<file path="src/rtl/button_click_classifier_macros.svh">
// Assertion macros for the button click classifier.
`ifndef BUTTON_CLICK_CLASSIFIER_MACROS_SVH
`define BUTTON_CLICK_CLASSIFIER_MACROS_SVH

// Same-cycle implication, clocked on clk_i, quiet during reset.
`define BCC_ASSERT_NOW(label, ante, cons) \
  label: assert property (@(posedge clk_i) disable iff (!rst_ni) (ante) |-> (cons)) \
    else $error("button_click_classifier: same-cycle check failed");

// Next-cycle implication, clocked on clk_i, quiet during reset.
`define BCC_ASSERT_NEXT(label, ante, cons) \
  label: assert property (@(posedge clk_i) disable iff (!rst_ni) (ante) |=> (cons)) \
    else $error("button_click_classifier: next-cycle check failed");

`endif

</file>
<file path="src/rtl/bcc_pkg.sv">
// Types and constants shared by the button click classifier files.
`timescale 1ns / 1ps

package bcc_pkg;

  localparam int unsigned DbWidth  = 10;
  localparam int unsigned TmWidth  = 16;
  localparam int unsigned CntWidth = 16;
  localparam int unsigned CfgIdxWidth  = 2;
  localparam int unsigned CfgDataWidth = 16;

  localparam logic [CfgIdxWidth-1:0] CfgDebounce = 2'd0;
  localparam logic [CfgIdxWidth-1:0] CfgLong     = 2'd1;
  localparam logic [CfgIdxWidth-1:0] CfgStuck    = 2'd2;

  localparam logic [DbWidth-1:0] DebounceReset = 10'd30;
  localparam logic [TmWidth-1:0] LongReset     = 16'd2000;
  localparam logic [TmWidth-1:0] StuckReset    = 16'd10000;

  localparam logic [DbWidth-1:0] DbMax = {DbWidth{1'b1}};
  localparam logic [TmWidth-1:0] TmMax = {TmWidth{1'b1}};

  typedef struct packed {
    logic [DbWidth-1:0] debounce_ticks;
    logic [TmWidth-1:0] long_click_ticks;
    logic [TmWidth-1:0] stuck_ticks;
  } cfg_t;

  typedef struct packed {
    logic                stable_level;
    logic                previous_stable;
    logic                candidate_level;
    logic [DbWidth-1:0]  debounce_timer;
    logic                debounce_active;
    logic [TmWidth-1:0]  long_timer;
    logic                long_armed;
    logic [TmWidth-1:0]  stuck_timer;
    logic                stuck_armed;
    logic [CntWidth-1:0] short_counter;
    logic [CntWidth-1:0] long_counter;
    logic                fault_flag;
  } state_t;

  typedef struct packed {
    logic                stable_pressed;
    logic                short_click;
    logic                long_click;
    logic                stuck_event;
    logic                stuck_latched;
    logic [CntWidth-1:0] short_total;
    logic [CntWidth-1:0] long_total;
  } result_t;

endpackage

</file>
<file path="src/rtl/button_click_classifier.sv">
// Path: an accepted pin sample waits in the input register, then moves to the result register
// when that slot frees. Throughput: one item per cycle while the output is not stalled;
// the input register takes one more item while a result waits. Rate is set by the
// combinational path through the debounce, timer and compare logic.
// Reset (rst_ni low, asynchronous): the settings return to their reset values, state clears
// to not pressed with timers stopped and counters zero, both stages empty.
`timescale 1ns / 1ps

module button_click_classifier import bcc_pkg::*; (
  input  logic                    clk_i,
  input  logic                    rst_ni,
  input  logic                    cfg_we_i,
  input  logic [CfgIdxWidth-1:0]  cfg_idx_i,
  input  logic [CfgDataWidth-1:0] cfg_wdata_i,
  input  logic                    in_valid_i,
  output logic                    in_ready_o,
  input  logic                    pin_level_i,
  output logic                    out_valid_o,
  input  logic                    out_ready_i,
  output logic                    stable_pressed_o,
  output logic                    short_click_o,
  output logic                    long_click_o,
  output logic                    stuck_event_o,
  output logic                    stuck_latched_o,
  output logic [CntWidth-1:0]     short_total_o,
  output logic [CntWidth-1:0]     long_total_o
);

  `include "button_click_classifier_macros.svh"

  cfg_t    cfg_q;
  state_t  state_q, state_d;
  result_t res_d, res_q;
  logic    inq_valid_q;
  logic    pin_q;
  logic    out_valid_q;
  logic    advance;

  // move the held item into the result register when that slot frees
  assign advance    = inq_valid_q && (!out_valid_q || out_ready_i);
  assign in_ready_o = !inq_valid_q || advance;

  always_ff @(posedge clk_i or negedge rst_ni) begin
    if (!rst_ni) begin
      cfg_q.debounce_ticks   <= DebounceReset;
      cfg_q.long_click_ticks <= LongReset;
      cfg_q.stuck_ticks      <= StuckReset;
    end else if (cfg_we_i) begin
      unique case (cfg_idx_i)
        CfgDebounce: cfg_q.debounce_ticks   <= cfg_wdata_i[DbWidth-1:0];
        CfgLong:     cfg_q.long_click_ticks <= cfg_wdata_i[TmWidth-1:0];
        CfgStuck:    cfg_q.stuck_ticks      <= cfg_wdata_i[TmWidth-1:0];
        default: ; // drop writes beyond the register list
      endcase
    end
  end

  bcc_step u_step (
    .st_i        (state_q),
    .cfg_i       (cfg_q),
    .pin_level_i (pin_q),
    .st_o        (state_d),
    .res_o       (res_d)
  );

  always_ff @(posedge clk_i or negedge rst_ni) begin
    if (!rst_ni) begin
      state_q     <= '0;
      inq_valid_q <= 1'b0;
      out_valid_q <= 1'b0;
    end else begin
      if (in_valid_i && in_ready_o) begin
        inq_valid_q <= 1'b1;
      end else if (advance) begin
        inq_valid_q <= 1'b0;
      end
      if (advance) begin
        state_q     <= state_d;
        out_valid_q <= 1'b1;
      end else if (out_ready_i) begin
        out_valid_q <= 1'b0;
      end
    end
  end

  always_ff @(posedge clk_i) begin
    if (in_valid_i && in_ready_o) begin
      pin_q <= pin_level_i;
    end
    if (advance) begin
      res_q <= res_d;
    end
  end

  assign out_valid_o      = out_valid_q;
  assign stable_pressed_o = res_q.stable_pressed;
  assign short_click_o    = res_q.short_click;
  assign long_click_o     = res_q.long_click;
  assign stuck_event_o    = res_q.stuck_event;
  assign stuck_latched_o  = res_q.stuck_latched;
  assign short_total_o    = res_q.short_total;
  assign long_total_o     = res_q.long_total;

  `BCC_ASSERT_NOW(a_click_exclusive, out_valid_q, !(res_q.short_click && res_q.long_click))
  `BCC_ASSERT_NOW(a_stuck_sets_flag, out_valid_q && res_q.stuck_event, res_q.stuck_latched && res_q.stable_pressed)
  `BCC_ASSERT_NEXT(a_fault_sticky, state_q.fault_flag, state_q.fault_flag)
  `BCC_ASSERT_NEXT(a_short_count, advance && res_d.short_click, state_q.short_counter == $past(state_q.short_counter) + 16'd1)

endmodule

</file>
<file path="src/rtl/bcc_step.sv">
// Next-state and result logic for one pin sample.
`timescale 1ns / 1ps

module bcc_step import bcc_pkg::*; (
  input  state_t  st_i,
  input  cfg_t    cfg_i,
  input  logic    pin_level_i,
  output state_t  st_o,
  output result_t res_o
);

  always_comb begin
    state_t s;
    logic   raw;
    logic   press_edge;
    logic   release_edge;
    logic   short_p;
    logic   long_p;
    logic   stuck_p;

    s            = st_i;
    raw          = ~pin_level_i;
    press_edge   = 1'b0;
    release_edge = 1'b0;
    short_p      = 1'b0;
    long_p       = 1'b0;
    stuck_p      = 1'b0;

    // debounce
    if (raw == s.stable_level) begin
      s.candidate_level = s.stable_level;
      s.debounce_active = 1'b0;
      s.debounce_timer  = '0;
    end else begin
      if (!s.debounce_active || (s.candidate_level != raw)) begin
        s.candidate_level = raw;
        s.debounce_active = 1'b1;
        s.debounce_timer  = {{(DbWidth-1){1'b0}}, 1'b1};
      end else if (s.debounce_timer != DbMax) begin
        s.debounce_timer = s.debounce_timer + 1'b1;
      end
      if (s.debounce_timer >= cfg_i.debounce_ticks) begin
        s.previous_stable = s.stable_level;
        s.stable_level    = s.candidate_level;
        s.debounce_active = 1'b0;
        s.debounce_timer  = '0;
        if (!s.previous_stable && s.stable_level) begin
          press_edge = 1'b1;
        end else if (s.previous_stable && !s.stable_level) begin
          release_edge = 1'b1;
        end
      end
    end

    // arm on press, classify on release, otherwise advance the timers
    if (press_edge) begin
      s.long_armed  = 1'b1;
      s.long_timer  = '0;
      s.stuck_armed = 1'b1;
      s.stuck_timer = '0;
    end else if (release_edge) begin
      if (s.long_armed) begin
        short_p         = 1'b1;
        s.short_counter = s.short_counter + 1'b1;
      end
      s.long_armed  = 1'b0;
      s.long_timer  = '0;
      s.stuck_armed = 1'b0;
      s.stuck_timer = '0;
    end else begin
      if (s.long_armed && (s.long_timer != TmMax)) begin
        s.long_timer = s.long_timer + 1'b1;
      end
      if (s.stuck_armed && (s.stuck_timer != TmMax)) begin
        s.stuck_timer = s.stuck_timer + 1'b1;
      end
    end

    if (s.long_armed && (s.long_timer >= cfg_i.long_click_ticks)) begin
      long_p         = 1'b1;
      s.long_armed   = 1'b0;
      s.long_timer   = '0;
      s.long_counter = s.long_counter + 1'b1;
    end

    if (s.stuck_armed && s.stable_level && (s.stuck_timer >= cfg_i.stuck_ticks)) begin
      stuck_p       = 1'b1;
      s.stuck_armed = 1'b0;
      s.stuck_timer = '0;
      s.fault_flag  = 1'b1;
    end

    st_o                 = s;
    res_o.stable_pressed = s.stable_level;
    res_o.short_click    = short_p;
    res_o.long_click     = long_p;
    res_o.stuck_event    = stuck_p;
    res_o.stuck_latched  = s.fault_flag;
    res_o.short_total    = s.short_counter;
    res_o.long_total     = s.long_counter;
  end

endmodule

</file>
<file path="config.mk">
export PLATFORM = sky130hd
export DESIGN_NAME = button_click_classifier
export DESIGN_NICKNAME = d
export VERILOG_FILES = /design/src/rtl/bcc_pkg.sv /design/src/rtl/button_click_classifier.sv /design/src/rtl/bcc_step.sv
export VERILOG_INCLUDE_DIRS = /design/src /design/src/rtl
export SDC_FILE = /design/constraint.sdc
export NUM_CORES = 1
export LEC_CHECK = 0
export ABC_AREA = 1
export BUFFER_PORTS_ARGS = -buffer_cell sky130_fd_sc_hd__clkbuf_2
export CAP_MARGIN = 10
export CORE_ASPECT_RATIO = 1.5
export CORE_MARGIN = 2
export CORE_UTILIZATION = 50
export DETAILED_ROUTE_END_ITERATION = 6
export GPL_TIMING_DRIVEN = 0
export PLACE_DENSITY = 0.68
export SYNTH_ARGS = -nofsm -noshare
export SYNTH_HDL_FRONTEND = slang
export SYNTH_SLANG_ARGS = --single-unit
</file>
<file path="constraint.sdc">
create_clock -name clk_i -period 12.7 [get_ports clk_i]
set_input_delay 1.27 -clock clk_i [delete_from_list [all_inputs] [get_ports clk_i]]
set_output_delay 1.27 -clock clk_i [all_outputs]
set_load 0.005 [all_outputs]
</file>
# Yosys cells after proc, flatten, opt, wreduce, memory -nomap -nowiden
# Index checks and enable logic that the tools add are counted.
# classes
n_addsub	5
order_cmp	3
eq_ne	7
muxes	37
bitwise	3
reduce_logical	27
# op_table
cell	n
$mux W16	7
$add A16 B1 Y16 const B	4
$mux W17	3
$mux W34	1
$ge A16 B16 Y1	2
$ne A16 B16 Y1 const B	2
$mux W10	3
$mux W1	19
$mux W12	1
$mux W11	1
$add A10 B1 Y10 const B	1
$ge A10 B10 Y1	1
$ne A10 B10 Y1 const B	1
$logic_and A1 B1 Y1	9
$reduce_and A2 Y1	4
$logic_not A1 Y1	5
$mux W2	2
$reduce_bool A2 Y1	2
$logic_or A1 B1 Y1	3
$not A1 Y1	3
$reduce_and A3 Y1	1
$reduce_bool A3 Y1	1
$eq A2 B1 Y1 const B	1
$eq A2 B2 Y1 const B	1
4 further kinds	4
# totals
register_bits	163
in_bits	24
output_inout_bits	39
word_cells	107

# Logic depth before layout (Yosys ltp)
# Gate-level depths: netlist of run 1.
# logic_depth
ltp_word	16
depth_mapped	36
depth_no_buf	33

# By module
# A second synthesis of run 1 with hierarchy kept.
# unflattened
hier_cells	1460
hier_area_um2	10696.5
# by_module_without_submodules
module	instances	cells_per_inst	area_per_inst_um2	seq_area_each_um2
button_click_classifier	1	588	6279.8	4287.9
bcc_step	1	872	4416.7	0.0

# Worst setup path before layout of run 1
# OpenSTA, ideal clock, no wires.
# synth_path
path_kind	register to register
start	reg state_q[68] (netlist bit)
end	reg res_q (netlist bit long_total_o[1]) (data pin)
arrival_ns	3.957
slack_ns	8.488
stages_incl_launch_ff	28
cell_sequence	dfrtp_1 ha_1 nand4_1 nor2_1 nand2_1 inv_1 o21ai_0 inv_1 ha_1 nand2_1 nor2_2 nand3_1 nand3_4 nand3_2 buf_6 nand2_4 inv_4 buf_6 nand2_1 inv_1 ha_1 nand2_1 nor4_2 nand3_1 nand3_2 buf_4 nand3b_1 and2_1
# synth_lines
item	line	text
start: declaration	button_click_classifier.sv:32	state_t state_q, state_d;
start signal: assignment	button_click_classifier.sv:78	state_q <= state_d;
end signal: assignment	button_click_classifier.sv:91	res_q <= res_d;
end: declaration	button_click_classifier.sv:33	result_t res_d, res_q;

==> results of run 1 <==
==> layout make-up <==
| class | count | area share (%) |
|---|---|---|
| Clock buffer | 17 | 3.80 |
| Timing Repair Buffer | 63 | 3.10 |
| Buffer | 47 | 2.51 |
| Sequential cell | 162 | 38.1 |
| Inverter | 176 | 5.93 |
| Multi-Input combinational cell | 918 | 42.0 |
| Tap cell | 260 | 2.91 |
| Clock inverter | 15 | 1.64 |
==> path summary, 6_finish.rpt <==
kind | slack (ns) | endpoint | from | depth (start not counted)
setup / recovery | 7.55 | long_total_o[1]$_DFFE_PP_ | state_q[68]$_DFFE_PN0P_ | 27
hold / removal | 0.46 | state_q[0]$_DFFE_PN0P_ | state_q[0]$_DFFE_PN0P_ | 2
setup reg to reg | 7.55 | long_total_o[1]$_DFFE_PP_ | state_q[68]$_DFFE_PN0P_ | 27
hold reg to reg | 0.46 | state_q[0]$_DFFE_PN0P_ | state_q[0]$_DFFE_PN0P_ | 2
max in group asynchronous | 11.22 | state_q[60]$_DFFE_PN0P_ | rst_ni | 2
min in group asynchronous | 0.68 | state_q[72]$_DFFE_PN0P_ | rst_ni | 1
==> cell families (layout without fill, tap and decap cells) <==
logic type,count (synthesis),in the layout,share of synthesized area [%]
compound gates,143,143,7.81
flops,162,162,43.0
mux,2,2,0.202
simple gates,678,678,29.2
xor+xnor,46,46,4.07
fa+ha+maj,49,49,6.19
buf+inv,223,318,9.52
==> metal layers <==
layer	track usage, %	up-vias	wire [microns]
li1	-	4336	-
met1	28.6	3987	10000
met2	43.1	139	12400
met3	3.97	29	706
met4	7.09	0	389
met5	0	-	0
==> synthesized netlist by cell type, types with 4 or more instances <==
library cell / instances / share of area (%)
nand4_1: 14 / 0.88
o21ai_1: 7 / 0.35
xor2_1: 35 / 3.1
dfrtp_1: 109 / 28
ha_1: 49 / 6.2
nor4_1: 4 / 0.25
buf_4: 4 / 0.30
nor2_1: 69 / 2.6
nor2_2: 4 / 0.25
buf_6: 10 / 1.1
and2_1: 6 / 0.38
a21oi_1: 25 / 1.3
xnor2_1: 11 / 0.97
inv_1: 172 / 6.5
nor3_1: 20 / 1.0
buf_2: 10 / 0.51
nor3_2: 4 / 0.40
o22ai_1: 16 / 1.0
nand3_2: 5 / 0.51
o21ai_0: 84 / 4.2
edfxtp_1: 38 / 12
clkbuf_1: 22 / 0.83
nand2_1: 443 / 17
dfstp_2: 15 / 4.0
nand3_1: 98 / 5.0
==> worst max-delay path, delay by kind of cell, from the launching register on <==
family / cells / cell delay, ns
flops: 1 / 0.42
buf+inv: 7 / 0.91
compound gates: 1 / 0.32
simple gates: 16 / 2.37
fa+ha+maj: 3 / 0.85
==> registers in the layout (all words and copies together), names as in the netlist <==
name / cells
stuck_latched_o: 1
stable_pressed_o: 1
pin_q: 1
state_q: 80
cfg_q: 42
long_click_o: 1
out_valid_o: 1
short_total_o: 16
long_total_o: 16
stuck_event_o: 1
inq_valid_q: 1
short_click_o: 1
==> metrics by stage <==
stage	cells	hold WS [ns]	setup WS, ns
2_1_floorplan	1303	0.421	8.49
3_3_place_gp	1625	0.430	7.67
3_5_place_dp	1626	0.443	7.61
4_1_cts	1658	0.460	7.60
5_1_grt	1658	0.477	7.00
6_report	1658	0.459	7.55
==> power by group through the flow <==
stage                     clock network, mW  registers, mW  logic (mW)
after CTS                             0.545          0.682       0.474
after global routing                  0.567          0.693       0.543
after global placement                    0          0.688       0.458
after floorplan                           0          0.677       0.339
final                                 0.537          0.682       0.473
after detailed placement                  0          0.691       0.470
==> results.yml, run 1 <==
setup_path:
  endpoint_kind: "register"
  worst_path_largest_cell_delay_ns: 0.42
  worst_path_most_repeated_cell: "nand2_1"
  cp_data_required_time_ns: 12.90
  cp_slowest_cell: "dfrtp_1"
  arrival_ns: 5.36
  crit_fanout: 10
  path_class: "reg -> reg"
  worst_setup_path_start_kind: "register"
synth:
  synth_edf_count: 38
  syn_area_sq_um: 9910
  ys_warn_count: 0
  syn_inst: 1303
  yosysSeqAreaShare_pct: 43.0
  syn_avg_cell_area_sq_um: 7.60
  netlist-cell-type-count: 43
  synth-async-reset-ratio_pct: 76.5
  synth_flop_cell: "dfrtp_1"
  ys_ff_latch: 162
  synth_nets: 1376
timing:
  grt_setup_unrepaired: "false"
  tns_ns: 0
  drv_slew: 0
  hold_viol: 0
  final-setup-viol-count: 0
  slew_headroom_pct: 36.6
  worstMarginPinSlew_ns: 0.951
  skew_ns: 0.00864
  fin_crit_sh_pct: 40.6
  period_minus_slack_ns: 5.15
  fmax_mhz: 194
drt:
  vias: 8491
  route.detailed.drc: 0
  wl_microns: 23500
  viasPerCell: 5.12
  drtAntennaViolNets: 0
  avgRoutedWirePerCell_microns: 14.2
  drt_first_pass_iters: 5
  drt_iter0_markers: 528
placement:
  gp_congestion: 0.981
  placed_cell_area_sq_um: 10600
  numPortBuffers: 62
  place_hpwl_microns: 17700
outcome:
  status: "completed"
clock_tree:
  numCtsBuffers: 17
  cts_tree: "built"
  path_clk_slew_ns: 0.07
  cts_setup_buffers: 0
  cts_hold_buf: 0
  clock-sinks: 162
  clockRootBuffer: "clkbuf_16"
  cts.htree.levels: 4
  cts_resized: 0
  cts_max_path_buffers: 2
  insertion_delay_ns: 0.45
cells_and_area:
  multi_input_area_sq_um: 4700
  finish.instance_area_sq_um: 11200
  mostFrequentLayoutCell: "nand2_1"
  syn_to_final_growth_pct: 12.9
  utilization_pct: 57.0
  drive_gt1_share_pct: 11.9
  final_cell_mix: "nand2_1, inv_1, dfrtp_1"
  layout.area.seq_sq_um: 4260
  num-fill-cells: 1853
  layout.nets: 1458
  n_antenna_cell: 0
power:
  power_density_nw_per_um2: 151
  leakage_nw: 5.63
  seqPwrFrac_pct: 40.3
  total_power_mw: 1.69
  clkPwrFrac_pct: 31.7
  peakVddDrop_v: 0.0000931
  power_frac_comb_pct: 28.0
  internal_power_mw: 1.09
  switchingPower_mw: 0.605
  switching_share_pct: 35.7
floorplan:
  initial_utilization_pct: 50.5
  die_area_sq_um: 21000
  die_h_microns: 176
  coreArea_sq_um: 19600
  die_w_microns: 119
  ios: 63
  rows: 63
worst_hold_path:
  hp-class: "reg -> reg"
global_route:
  grt_usage_pct: 23.7
  grt_overflow_total: 0
  grt_max_degree: 106
  grt_pass1_wl_microns: 39700
  antenna_found_initial: 0
  grt_pass1_vias: 8051
job:
  maxCapViolCount: 0
(Power assumes the default switching activity.)
==> run 2, diff against run 1 <==
==> constraint.sdc (replaced) <==
create_clock -name clk_i -period 5.37 [get_ports clk_i]
set_input_delay 0.537 -clock clk_i [delete_from_list [all_inputs] [get_ports clk_i]]
set_output_delay 0.537 -clock clk_i [all_outputs]
set_load 0.005 [all_outputs]
==> results.yml, run 2 (synthesis results as in run 1) <==
setup_path:
  worst_setup_path_start_kind: "register"
  cp-startpoint: "state_q[71]$_DFFE_PN0P_"
  crit_fanout: 10
  cp_data_required_time_ns: 5.57
  path_class: "reg -> reg"
  endpoint_kind: "register"
  timing.rr.start: "state_q[71]$_DFFE_PN0P_"
  arrival_ns: 5.10
cells_and_area:
  largestRegisters: "state_q x80, cfg_q x42"
  n_antenna_cell: 0
  finish.instance_area_sq_um: 11200
  multi_input_area_sq_um: 4730
  regMostFlops: "state_q"
  fin_cells: 1660
  mostFrequentLayoutCell: "nand2_1"
  drive_gt1_share_pct: 12.2
  final_cell_mix: "nand2_1, inv_1, dfrtp_1"
  num-fill-cells: 1847
  largest_reg_flops: 80
  layout.area.seq_sq_um: 4260
  layout.nets: 1460
  syn_to_final_growth_pct: 13.4
floorplan:
  initial_utilization_pct: 50.5
  coreArea_sq_um: 19600
  rows: 63
  die_w_microns: 119
  ios: 63
  die_area_sq_um: 21000
  die_h_microns: 176
global_route:
  grt_max_degree: 106
  grt_pass1_vias: 8047
  grt_util_met1_pct: 28.6
  grt_overflow_total: 0
  antenna_found_initial: 0
  grt_usage_pct: 23.7
  top_usage_layer: "met2"
  grt_pass1_wl_microns: 39700
  met3_usage_pct: 3.97
  met2_usage_pct: 43.1
clock_tree:
  clockRootBuffer: "clkbuf_16"
  numCtsBuffers: 17
  cts.htree.levels: 4
  clock-sinks: 162
  cts_tree: "built"
  insertion_delay_ns: 0.45
  path_clk_slew_ns: 0.07
  cts_max_path_buffers: 2
power:
  peakVddDrop_v: 0.000220
  leakage_nw: 5.64
  power_density_nw_per_um2: 357
placement:
  placed_cell_area_sq_um: 10600
  placed_cells: 1626
  place_hpwl_microns: 17700
  gp_congestion: 0.981
  numPortBuffers: 62
drt:
  vias: 8515
  drt_first_pass_iters: 5
  route.detailed.drc: 0
  viasPerCell: 5.13
  drt_iter0_markers: 502
  wl_microns: 23500
  avgRoutedWirePerCell_microns: 14.1
  drtAntennaViolNets: 0
timing:
  slew_headroom_pct: 37.3
  worstMarginPinSlew_ns: 0.941
  final-setup-viol-count: 0
  hold_viol: 0
  fin_crit_sh_pct: 91.2
  skew_ns: 0.00854
  fin_hold_ws_ns: 0.269
  drv_slew: 0
  tns_ns: 0
  fmax_mhz: 204
  period_minus_slack_ns: 4.90
worst_hold_path:
  hp-start: "pin_level_i"
  hp-class: "in -> reg"
outcome:
  status: "completed"
job:
  maxCapViolCount: 0
==> run 2: where the power goes <==
part | switching [mW] | total [mW] | internal, mW
Combinational | 0.737 | 1.13 | 0.397
Sequential | 0.141 | 1.61 | 1.47
Clock | 0.557 | 1.27 | 0.708
Total | 1.44 | 4.01 | 2.58
==> run 2: layout make-up <==
cell class / count / share of cell area (%)
inverter: 176 / 5.90
tap: 260 / 2.90
sequential: 162 / 38.0
multi-input combinational: 918 / 42.1
timing repair buffer: 65 / 3.24
clock inverter: 15 / 1.64
buffer: 47 / 2.50
clock buffer: 17 / 3.79
==> run 2: per-stage QoR <==
stage | util (%) | power [mW] | worst slack, ns
after floorplan | - | 2.40 | 1.16
after global placement | 53.7 | 2.71 | 0.343
after detailed placement | 53.9 | 2.74 | 0.276
after CTS | 57.1 | 4.02 | 0.265
after global routing | 57.2 | 4.28 | -0.0182
final | 57.2 | 4.01 | 0.470
==> run 2: routing by layer <==
| metal | wire length, microns | share of wire, % |
|---|---|---|
| met5 | 0 | 0 |
| met4 | 390 | 1.7 |
| met3 | 743 | 3.2 |
| met1 | 10000 | 43 |
| met2 | 12300 | 53 |
==> run 2: worst paths after layout <==
path,cells past startpoint,to,slack (ns)
setup / recovery,27,long_total_o[1]$_DFFE_PP_,0.47
hold / removal,1,pin_q$_DFFE_PP_,0.27
setup reg to reg,27,long_total_o[1]$_DFFE_PP_,0.47
hold reg to reg,2,state_q[0]$_DFFE_PN0P_,0.46
max in group asynchronous,3,state_q[60]$_DFFE_PN0P_,4.06
min in group asynchronous,2,state_q[72]$_DFFE_PN0P_,0.50
==> run 2: what timing repair did <==
action / CTS / global route
gates resized for setup: 0 / 7
hold buffers: 1 / 0
buffers inserted: 0 / 1
hold endpoints to repair: 19 / 0
setup endpoints to repair: 0 / 49
==> run 2: worst max-delay path, cell delays in order, from the launching register on <==
cell and delay [ns]:
dfrtp_1 0.37, nand2_1 0.08, inv_1 0.08, nand3_1 0.07, nor4_1 0.47, xor2_1 0.13
o21ai_1 0.22, inv_1 0.08, ha_1 0.29, nand2_1 0.06, nor2_2 0.10, nand3_1 0.13
nand3_4 0.14, nand3_2 0.12, buf_6 0.18, nand2_4 0.13, inv_4 0.07, buf_6 0.14
nand2_1 0.14, inv_1 0.07, ha_1 0.29, nand2_1 0.12, nor4_4 0.34, nand3_1 0.17
nand3_4 0.17, buf_4 0.21, nand3b_1 0.11, and2_1 0.17
